--- src/rtl/ultrasonic_ranging_with_smoothing_core_assert.svh ---
// Assertion macros used by the ultrasonic ranging RTL.
// Expects signals named clk and rst_n in the including module; no other dependencies.
`ifndef ULTRASONIC_RANGING_WITH_SMOOTHING_CORE_ASSERT_SVH
`define ULTRASONIC_RANGING_WITH_SMOOTHING_CORE_ASSERT_SVH

// Check a condition in the same cycle as its antecedent
`define URS_ASSERT_SAME(label, ante, cons, msg) \
  label: assert property (@(posedge clk) disable iff (!rst_n) (ante) |-> (cons)) \
    else $error(msg);

// Check a condition in the cycle after its antecedent
`define URS_ASSERT_NEXT(label, ante, cons, msg) \
  label: assert property (@(posedge clk) disable iff (!rst_n) (ante) |=> (cons)) \
    else $error(msg);

`endif

--- src/rtl/urs_pkg.sv ---
// Types and constants for the ultrasonic ranging core with smoothing.
// No dependencies; used by ultrasonic_ranging_with_smoothing_core.
package urs_pkg;

  // Counter width default and fixed register widths
  localparam int TIMER_BITS_DEF = 19;
  localparam int TRIG_WIDTH_W   = 8;
  localparam int TIMEOUT_W      = 19;
  localparam int CFG_IDX_W      = 2;
  localparam int CFG_DATA_W     = 19;

  // Register reset values
  localparam logic [TRIG_WIDTH_W-1:0] TRIG_WIDTH_RST = 8'd10;
  localparam logic [TIMEOUT_W-1:0]    TIMEOUT_RST    = 19'd100000;

  // Width to mm: (width * 11151) >> 16, approx 340.29 m/s / 2000
  localparam int              MM_SCALE_W = 14;
  localparam logic [13:0]     MM_SCALE   = 14'd11151;
  localparam int              MM_SHIFT   = 16;
  localparam int              MM_W       = 16;
  localparam int              SMOOTH_SH  = 5;

  // Register indexes
  localparam logic [CFG_IDX_W-1:0] CFG_TRIG_WIDTH   = 2'd0;
  localparam logic [CFG_IDX_W-1:0] CFG_ECHO_TIMEOUT = 2'd1;

  typedef enum logic [1:0] {
    PH_IDLE = 2'd0,
    PH_TRIG = 2'd1,
    PH_WAIT = 2'd2
  } phase_t;

  typedef struct packed {
    logic start_req;
    logic first;
    logic echo_level;
  } urs_in_t;

  typedef struct packed {
    logic            trigger_level;
    logic            busy_res;
    logic            done_res;
    logic            no_response;
    logic [MM_W-1:0] raw_mm;
    logic [MM_W-1:0] smoothed_mm;
  } urs_out_t;

endpackage

--- src/rtl/ultrasonic_ranging_with_smoothing_core.sv ---
// Ultrasonic ranging core: one input word per microsecond tick, one result word per input
// word. Each word is handled completely in the cycle it is accepted; its result word is
// registered into the output register, or into the skid entry while the output is stalled.
// One word can be accepted every cycle while in_ready is high; the longest path is the
// width-to-mm multiply and smoothing add. The skid entry holds one result word that met a
// stalled output; while it is full, in_ready is low until the word has moved on.
// Depends on urs_pkg and ultrasonic_ranging_with_smoothing_core_assert.svh.
`include "ultrasonic_ranging_with_smoothing_core_assert.svh"

module ultrasonic_ranging_with_smoothing_core #(
  parameter int TIMER_BITS = urs_pkg::TIMER_BITS_DEF
) (
  input  logic                             clk,
  input  logic                             rst_n,
  input  logic                             in_valid,
  output logic                             in_ready,
  input  urs_pkg::urs_in_t                 in_data,
  output logic                             out_valid,
  input  logic                             out_ready,
  output urs_pkg::urs_out_t                out_data,
  input  logic                             cfg_valid,
  output logic                             cfg_ready,
  input  logic [urs_pkg::CFG_IDX_W-1:0]    cfg_index,
  input  logic [urs_pkg::CFG_DATA_W-1:0]   cfg_data
);

  localparam int CW = (TIMER_BITS > urs_pkg::TIMEOUT_W) ? TIMER_BITS : urs_pkg::TIMEOUT_W;
  localparam int PW = TIMER_BITS + urs_pkg::MM_SCALE_W;
  localparam int SW = urs_pkg::MM_W + urs_pkg::SMOOTH_SH;
  localparam logic [TIMER_BITS-1:0] CNT_MAX = {TIMER_BITS{1'b1}};

  function automatic logic [TIMER_BITS-1:0] sat_inc(input logic [TIMER_BITS-1:0] v);
    return (v == CNT_MAX) ? v : v + 1'b1;
  endfunction

  // Configuration registers
  logic [urs_pkg::TRIG_WIDTH_W-1:0] trig_width_r;
  logic [urs_pkg::TIMEOUT_W-1:0]    timeout_r;

  // Measurement state
  urs_pkg::phase_t          phase_r, phase_nxt;
  logic [TIMER_BITS-1:0]    phase_cnt_r, phase_cnt_nxt;
  logic [TIMER_BITS-1:0]    width_cnt_r, width_cnt_nxt;
  logic                     rising_seen_r, rising_seen_nxt;
  logic                     prev_echo_r;
  logic                     want_first_r, want_first_nxt;
  logic [urs_pkg::MM_W-1:0] last_raw_r, last_raw_nxt;
  logic [urs_pkg::MM_W-1:0] smoothed_r, smoothed_nxt;

  // Output register and skid entry
  logic              out_valid_r, out_valid_nxt;
  urs_pkg::urs_out_t out_data_r, out_data_nxt;
  logic              skid_valid_r, skid_valid_nxt;
  urs_pkg::urs_out_t skid_data_r, skid_data_nxt;

  logic              in_fire;
  logic              rise, fall;
  logic              trig, done, no_resp;
  logic [PW-1:0]     prod, prod_q;
  logic [urs_pkg::MM_W-1:0] mm;
  logic [SW-1:0]     smooth_sum;
  urs_pkg::urs_out_t res;

  assign in_ready  = !skid_valid_r;
  assign in_fire   = in_valid && in_ready;
  assign cfg_ready = 1'b1;
  assign out_valid = out_valid_r;
  assign out_data  = out_data_r;

  // Hold configuration; writes to unknown indexes are dropped
  always_ff @(posedge clk) begin
    if (!rst_n) begin
      trig_width_r <= urs_pkg::TRIG_WIDTH_RST;
      timeout_r    <= urs_pkg::TIMEOUT_RST;
    end else if (cfg_valid) begin
      unique case (cfg_index)
        urs_pkg::CFG_TRIG_WIDTH:   trig_width_r <= cfg_data[urs_pkg::TRIG_WIDTH_W-1:0];
        urs_pkg::CFG_ECHO_TIMEOUT: timeout_r    <= cfg_data[urs_pkg::TIMEOUT_W-1:0];
        default: ;
      endcase
    end
  end

  // Advance one tick of the measurement sequencer
  always_comb begin
    rise            = in_data.echo_level && !prev_echo_r;
    fall            = !in_data.echo_level && prev_echo_r;
    phase_nxt       = phase_r;
    phase_cnt_nxt   = phase_cnt_r;
    width_cnt_nxt   = width_cnt_r;
    rising_seen_nxt = rising_seen_r;
    want_first_nxt  = want_first_r;
    last_raw_nxt    = last_raw_r;
    smoothed_nxt    = smoothed_r;
    trig            = 1'b0;
    done            = 1'b0;
    no_resp         = 1'b0;
    prod            = '0;
    prod_q          = '0;
    mm              = '0;
    smooth_sum      = '0;

    unique case (phase_r)
      urs_pkg::PH_TRIG, urs_pkg::PH_WAIT: ;
      default: begin
        phase_nxt = urs_pkg::PH_IDLE;
        if (in_data.start_req) begin
          phase_nxt       = urs_pkg::PH_TRIG;
          phase_cnt_nxt   = '0;
          width_cnt_nxt   = '0;
          rising_seen_nxt = 1'b0;
          want_first_nxt  = in_data.first;
        end
      end
    endcase

    if (phase_nxt != urs_pkg::PH_IDLE) begin
      // Track echo width
      if (rise) begin
        rising_seen_nxt = 1'b1;
        width_cnt_nxt   = '0;
      end else if (rising_seen_nxt) begin
        width_cnt_nxt = sat_inc(width_cnt_nxt);
      end

      // Convert echo width to mm and form the smoothed value
      prod       = PW'(width_cnt_nxt) * PW'(urs_pkg::MM_SCALE);
      prod_q     = prod >> urs_pkg::MM_SHIFT;
      mm         = (prod_q > PW'({urs_pkg::MM_W{1'b1}})) ? {urs_pkg::MM_W{1'b1}}
                                                          : prod_q[urs_pkg::MM_W-1:0];
      smooth_sum = ({smoothed_r, {urs_pkg::SMOOTH_SH{1'b0}}} - SW'(smoothed_r)) + SW'(mm);

      if (fall) begin
        done          = 1'b1;
        phase_nxt     = urs_pkg::PH_IDLE;
        phase_cnt_nxt = '0;
        if (!rising_seen_nxt) begin
          no_resp      = 1'b1;
          last_raw_nxt = '0;
        end else begin
          last_raw_nxt = mm;
          smoothed_nxt = want_first_nxt ? mm
                                        : smooth_sum[SW-1:urs_pkg::SMOOTH_SH];
        end
      end else if (phase_nxt == urs_pkg::PH_TRIG) begin
        trig          = 1'b1;
        phase_cnt_nxt = sat_inc(phase_cnt_nxt);
        if (phase_cnt_nxt >= TIMER_BITS'(trig_width_r)) begin
          phase_nxt     = urs_pkg::PH_WAIT;
          phase_cnt_nxt = '0;
        end
      end else begin
        phase_cnt_nxt = sat_inc(phase_cnt_nxt);
        if ((CW'(phase_cnt_nxt) >= CW'(timeout_r)) || (phase_cnt_nxt == CNT_MAX)) begin
          done          = 1'b1;
          no_resp       = 1'b1;
          phase_nxt     = urs_pkg::PH_IDLE;
          phase_cnt_nxt = '0;
          last_raw_nxt  = '0;
        end
      end
    end

    res.trigger_level = trig;
    res.busy_res      = (phase_nxt != urs_pkg::PH_IDLE);
    res.done_res      = done;
    res.no_response   = no_resp;
    res.raw_mm        = last_raw_nxt;
    res.smoothed_mm   = smoothed_nxt;
  end

  // Update measurement state on each accepted word
  always_ff @(posedge clk) begin
    if (!rst_n) begin
      phase_r       <= urs_pkg::PH_IDLE;
      phase_cnt_r   <= '0;
      width_cnt_r   <= '0;
      rising_seen_r <= 1'b0;
      prev_echo_r   <= 1'b0;
      want_first_r  <= 1'b0;
      last_raw_r    <= '0;
      smoothed_r    <= '0;
    end else if (in_fire) begin
      phase_r       <= phase_nxt;
      phase_cnt_r   <= phase_cnt_nxt;
      width_cnt_r   <= width_cnt_nxt;
      rising_seen_r <= rising_seen_nxt;
      prev_echo_r   <= in_data.echo_level;
      want_first_r  <= want_first_nxt;
      last_raw_r    <= last_raw_nxt;
      smoothed_r    <= smoothed_nxt;
    end
  end

  // Steer results into the output register or the skid entry
  always_comb begin
    out_valid_nxt  = out_valid_r;
    out_data_nxt   = out_data_r;
    skid_valid_nxt = skid_valid_r;
    skid_data_nxt  = skid_data_r;
    if (out_valid_r && out_ready) begin
      if (skid_valid_r) begin
        out_data_nxt   = skid_data_r;
        skid_valid_nxt = 1'b0;
      end else begin
        out_valid_nxt = 1'b0;
      end
    end
    if (in_fire) begin
      if (!out_valid_r || out_ready) begin
        out_valid_nxt = 1'b1;
        out_data_nxt  = res;
      end else begin
        skid_valid_nxt = 1'b1;
        skid_data_nxt  = res;
      end
    end
  end

  always_ff @(posedge clk) begin
    if (!rst_n) begin
      out_valid_r  <= 1'b0;
      skid_valid_r <= 1'b0;
    end else begin
      out_valid_r  <= out_valid_nxt;
      skid_valid_r <= skid_valid_nxt;
    end
  end

  always_ff @(posedge clk) begin
    out_data_r  <= out_data_nxt;
    skid_data_r <= skid_data_nxt;
  end

  `URS_ASSERT_SAME(a_skid_behind_out, skid_valid_r, out_valid_r, "skid word without output word")
  `URS_ASSERT_SAME(a_trig_busy, out_valid_r && out_data_r.trigger_level, out_data_r.busy_res,
    "trigger driven while not busy")
  `URS_ASSERT_SAME(a_fail_raw_zero, out_valid_r && out_data_r.no_response,
    out_data_r.done_res && (out_data_r.raw_mm == '0), "failure without done or with distance")
  `URS_ASSERT_NEXT(a_idle_holds, in_fire && (phase_r == urs_pkg::PH_IDLE) && !in_data.start_req,
    phase_r == urs_pkg::PH_IDLE, "left idle without a start request")

endmodule

--- config.mk ---
export PLATFORM = sky130hd
export DESIGN_NAME = ultrasonic_ranging_with_smoothing_core
export DESIGN_NICKNAME = d
export VERILOG_FILES = /design/src/rtl/urs_pkg.sv /design/src/rtl/ultrasonic_ranging_with_smoothing_core.sv
export VERILOG_INCLUDE_DIRS = /design/src /design/src/rtl
export SDC_FILE = /design/constraint.sdc
export NUM_CORES = 1
export LEC_CHECK = 0
export ABC_AREA = 1
export BUFFER_PORTS_ARGS = -buffer_cell sky130_fd_sc_hd__buf_2
export CORE_MARGIN = 4
export CORE_UTILIZATION = 30
export DETAILED_ROUTE_END_ITERATION = 8
export GPL_TIMING_DRIVEN = 0
export RECOVER_POWER = 50
export SETUP_SLACK_MARGIN = 0.15
export SYNTH_ARGS = -nofsm -noshare
export SYNTH_HDL_FRONTEND = slang
export SYNTH_SLANG_ARGS = --single-unit
--- constraint.sdc ---
create_clock -name clk -period 22.4 [get_ports clk]
set_input_delay 4.48 -clock clk [delete_from_list [all_inputs] [get_ports clk]]
set_output_delay 4.48 -clock clk [all_outputs]
set_load 0.01 [all_outputs]
* Yosys cells after proc, flatten, opt, wreduce, memory -nomap -nowiden
Index checks and enable logic that the tools add are counted.
** Word-level totals
- Bits in registers :: 176
- Input bits :: 29
- Output and inout port bits :: 39
- Word-level logic and storage cells :: 117
** Cells by class
- Add/sub/neg operators :: 4
- Multiply operators :: 1
- Order comparisons :: 3
- Equality and inequality tests :: 7
- Mux-type cells :: 60
- Bitwise gates (word level) :: 1
- Reductions and logical operators :: 17
** Operators by type and width (count)
- two-way mux 19 bit :: 15
- two-way mux 16 bit :: 10
- two-way mux 36 bit :: 4
- equality test 19 bit, second input constant :: 3
- adder 19 x 1 -> 19 bit, second input constant :: 2
- multiplier 19 x 14 -> 33 bit, second input constant :: 1
- two-way mux 1 bit :: 25
- adder 21 x 16 -> 21 bit :: 1
- subtractor 21 x 16 -> 21 bit :: 1
- >= comparator 19 bit :: 1
- >= comparator 19 x 8 -> 1 bit :: 1
- > comparator 17 x 16 -> 1 bit, second input constant :: 1
- two-way mux 2 bit :: 6
- equality test 2 x 1 -> 1 bit, second input constant :: 3
- AND reduction 2 bit :: 3
- logical AND 1 bit :: 4
- zero test 1 bit :: 4
- nonzero test 2 bit :: 2
- equality test 2 bit, second input constant :: 1
- zero test 2 bit :: 1
- logical OR 1 bit :: 2
- OR reduction 2 bit :: 1
- inverter 1 bit :: 1

* Depth between registers and ports, before layout
- Depth in word-level cells :: 18
- Mapped depth :: 67
- Gate-level depth less buffers :: 65

* Worst setup path before layout
No wires, ideal clock.
- Path type :: input port to flip-flop
- Start point :: input in_data[2] (netlist name)
- End point :: register skid_data_r[14] (netlist name), data pin
- Library setup time :: 0.258 ns
- Arrival time :: 13.515 ns
- Required time :: 22.142 ns
- Path slack :: 8.627 ns
- Cell stages on the path :: 56
- Buffers on the path :: 2
- Path through :: nand2_4 inv_2 buf_6 clkbuf_1 nor2_1 ha_1 nand2_1 nor2_1 nand4_1 inv_1 o21ai_2 inv_2 nor2_2 nand4_1 nor3_2 nand2_1 o21ai_0 a21o_1 [... 20 more ...] a21oi_1 o21ai_0 xnor2_1 nand2_1 inv_1 fa_1 inv_1 ha_1 a21oi_1 inv_1 a31oi_1 nor2_1 a2111oi_0 nand2_1 nand2_1 nand3_1 nand2_1 nand2_1
** RTL lines
- from (decl) :: line ultrasonic_ranging_with_smoothing_core.sv:17 : input urs_pkg::urs_in_t in_data,
- to (signal assigned) :: line ultrasonic_ranging_with_smoothing_core.sv:232 : skid_data_r <= skid_data_nxt;
- to (decl) :: line ultrasonic_ranging_with_smoothing_core.sv:54 : urs_pkg::urs_out_t skid_data_r, skid_data_nxt;

==> flow_summary_export.csv <==
group,metric,value,unit
status,outcome,"complete, but fails checks",
status,violated_checks,"max-capacitance violations, max-slew violations",
clock_tree,cts_max_path_buffers,2,
die,number_of_cell_rows,84,
synth,synth_compound_area_share,10.91,%
clock_tree,cts_buffer_count,17,
sta,worst_slew_pin_slew,1728,ps
power,p_total,1.286,mW
grt,grt_antenna_before_repair,0,
grt,grt_first_pass_wirelength,71950,um
synth,synth_enable_flop_cells,36,
worst_hold_path,min-delay-start,"phase_cnt_r[6]",
sta,clock-skew-final,12.07,ps
grt,grt_overflow,0,
setup_path,critical_path_peak_fanout,10,
clock_tree,tritoncts,"built",
routing,detail_route.vias_per_cell,4.770,
setup_path,r2r_start,"phase_r[0]",
setup_path,cp.required,22580,ps
clock_tree,clock_latency_of_the_later_clocked_register_in_the_worst_skew_pair,450,ps
routing,routed-via-count,14240,
synth,combinational_family_with_the_most_area_after_synthesis,"adder cells",
placement,globalplace.congestion,0.9018,
run,drv_cap,3,
setup_path,critPathSlowestCell,"sky130_fd_sc_hd__o21ai_0",
clock_tree,postCtsResizedCells,0,
clock_tree,cts-root-buf,"sky130_fd_sc_hd__clkbuf_16",
finish,num-nets-final,2616,
finish,n_antenna_cell,0,
finish,final_layout_size_suffix_gt1_share,3.788,%
synth,synth_simple_gate_area_share,22.17,%
placement,dpl_worst_slack,6497,ps
clock_tree,cts_h_tree_lvls,4,
synth,synth.most_common_cell,"sky130_fd_sc_hd__nand2_1",
finish,synthToLayoutAreaGrowth,10.58,%
sta,post-route-period-util,76.55,%
synth,netlist.area_leader.share,17.41,%
setup_path,worst_ep_arrival_time,17330,ps
finish,nFillCells,5691,
sta,finalSetupViolations,0,
routing,wire_per_inst,14.53,um
routing,final_antenna_net_count,0,
routing,route.final.wire_length,43370,um
clock_tree,clock-sinks,176,
synth,synth_mux_area_share,0,%
synth,yosys.area_share.xor_xnor,2.286,%
synth,synth_flop_cell,"sky130_fd_sc_hd__dfxtp_1",
synth,synth-seq-cells,176,
clock_tree,cts_hold_repair.buffers,0,
power,pwr_density_cell,72.23,nW/um^2
die,core,52870,sq um
synth,syn-mean-instance-area,7.322,sq um
setup_path,worstSetupPathType,"input port to flip-flop",
finish,layout.cell_area.non_filler,17800,sq um
synth,synth_sequential_area_ratio,24.13,%
power,irDropWorstVdd,0.06269,mV
synth,syn-num-nets,2530,
setup_path,setup.worst_path.end_class,"flip-flop",
sta,achievable_freq,0.05832,GHz
power,leakage,9.216,nW
sta,finalHoldViolCount,0,
synth,syn-instance-count,2198,
die,floorplan.initialDensity,30.44,%
worst_hold_path,min-delay-path-class,"flip-flop to flip-flop",
grt,grt_pass1_vias,14250,
synth,yosys-top-cells-area,"sky130_fd_sc_hd__dfxtp_1, sky130_fd_sc_hd__ha_1, sky130_fd_sc_hd__fa_1",
synth,yosys_warnings,0,
routing,drc,0,
clock_tree,path_clk_slew,70,ps
synth,synth_cell_types,51,
routing,first_iter_violations,895,
grt,maximum_number_of_pins_on_one_net_before_global_route_repair,32,
placement,io_buffer_count,66,
sta,setup-tns-final,0,ps
die,fp.dieW,239.6,um
sta,rsz0062_at_grt,"no",
setup_path,critical-path-top-cell-by-count,"sky130_fd_sc_hd__inv_1",
clock_tree,cts_setup_buffers,0,
routing,drtPass1Iterations,6,
die,die_h,239.6,um
finish,multiInputGateArea,10330,sq um
setup_path,worstSetupStartpoint,"in_data[2]",
setup_path,worst_path_largest_cell_delay,640,ps
die,dieArea,57420,sq um
finish,layout.core_utilization,33.66,%
placement,postPlaceCellArea,17320,sq um
synth,post-synth-top-area-cell,"sky130_fd_sc_hd__dfxtp_1",
placement,dp.final_hpwl,36110,um
synth,synthesis.area,16090,sq um
setup_path,critical_path.startpoint_type,"input port",
grt,grt_usage,15.33,%
synth,ys_top_cells_by_count,"sky130_fd_sc_hd__nand2_1, sky130_fd_sc_hd__inv_1, sky130_fd_sc_hd__nor2_1, sky130_fd_sc_hd__ha_1, sky130_fd_sc_hd__dfxtp_1",
setup_path,r2r_setup_slack,8770,ps
sta,finalWorstPathRequiredPeriod,17150,ps
sta,slew_headroom,-15.23,%
finish,register_area,3884,sq um
sta,final.setup.worst_slack,5253,ps
synth,ys_async_sr_fraction,0,%
synth,yosys.area_share.adder,28.97,%
sta,report.final.slew_viol_count,41,
die,ios,68,
state kept, by name, indices dropped and copies added, names as in the netlist, 2 cells and up:
name / flops
out_data: 36
width_cnt_r: 19
last_raw_r: 16
phase_r: 2
smoothed_r: 16
phase_cnt_r: 19
trig_width_r: 8
skid_data_r: 36
timeout_r: 19
critical path: cells and delay by family:
kind	cells	cell delay, ps
AOI/OAI and AO/OA	11	3050
xor gates and xnor gates	1	150
adders and majority gates	10	4310
buffers and inverters	16	2570
and+or+nand+nor	18	2750
layout make-up:
cell class / instances / share of cell area (%)
clock buffer: 20 / 2.622
inverter: 426 / 8.985
tap: 688 / 4.837
clock inverter: 12 / 0.6960
sequential: 176 / 21.82
multi-input combinational: 1538 / 58.06
timing repair buffer: 67 / 1.596
buffer: 58 / 1.378
per-layer routing:
metal | global-route usage (%) | up-vias | share of wire [%]
li1 | - | 7117 | -
met1 | 20.75 | 6700 | 47
met2 | 25.85 | 373 | 47
met3 | 1.497 | 49 | 4.5
met4 | 4.908 | 0 | 2.0
met5 | 0 | - | 0
worst paths after layout:
| kind | endpoint | depth (start not counted) |
|---|---|---|
| hold / removal | phase_cnt_r[6] | 2 |
| hold reg to reg | phase_cnt_r[6] | 2 |
| setup reg to reg | skid_data_r[14] | 57 |
| setup / recovery | skid_data_r[14] | 56 |
power by group:
part	internal, mW	leakage (nW)	switching (mW)
Combinational	0.216	7.45	0.405
Sequential	0.351	1.49	0.0141
Clock	0.164	0.278	0.135
Total	0.731	9.22	0.554
cells in the final DEF (no fill, tap or decap), types with 5 or more instances in the layout:
master	synthesis	layout
sky130_fd_sc_hd__xor2_1	26	26
sky130_fd_sc_hd__inv_2	8	6
sky130_fd_sc_hd__buf_1	6	5
sky130_fd_sc_hd__buf_2	2	27
sky130_fd_sc_hd__nand3_1	89	89
sky130_fd_sc_hd__clkbuf_1	45	89
sky130_fd_sc_hd__nor3_1	21	22
sky130_fd_sc_hd__nand2_1	465	466
sky130_fd_sc_hd__o21a_1	6	6
sky130_fd_sc_hd__nor4_1	8	8
sky130_fd_sc_hd__a21o_1	6	6
sky130_fd_sc_hd__o21ai_0	131	132
sky130_fd_sc_hd__ha_1	187	187
sky130_fd_sc_hd__nor2_1	245	246
sky130_fd_sc_hd__inv_1	417	418
sky130_fd_sc_hd__xnor2_1	16	16
sky130_fd_sc_hd__o211ai_1	9	9
sky130_fd_sc_hd__a21oi_1	135	135
sky130_fd_sc_hd__edfxtp_1	36	36
sky130_fd_sc_hd__clkbuf_16	0	17
sky130_fd_sc_hd__nand4_1	21	21
sky130_fd_sc_hd__a31oi_1	10	10
sky130_fd_sc_hd__fa_1	116	116
sky130_fd_sc_hd__dfxtp_1	140	140
stage by stage:
stage | instances | hold slack, ps
6_report | 2985 | 465.7
2_1_floorplan | 2198 | 433.2
3_5_place_dp | 2953 | 458.0
5_1_grt | 2985 | 485.1
3_3_place_gp | 2952 | 447.5
4_1_cts | 2985 | 467.5
logic make-up (layout without fill, tap and decap cells):
group | after synthesis | in the layout
simple gates | 870 | 870
other cells | 1 | 1
compound gates | 322 | 322
buf+inv | 484 | 583
fa+ha+maj | 303 | 303
xor+xnor | 42 | 42
flops | 176 | 176
Power figures use the tool's default switching activity.
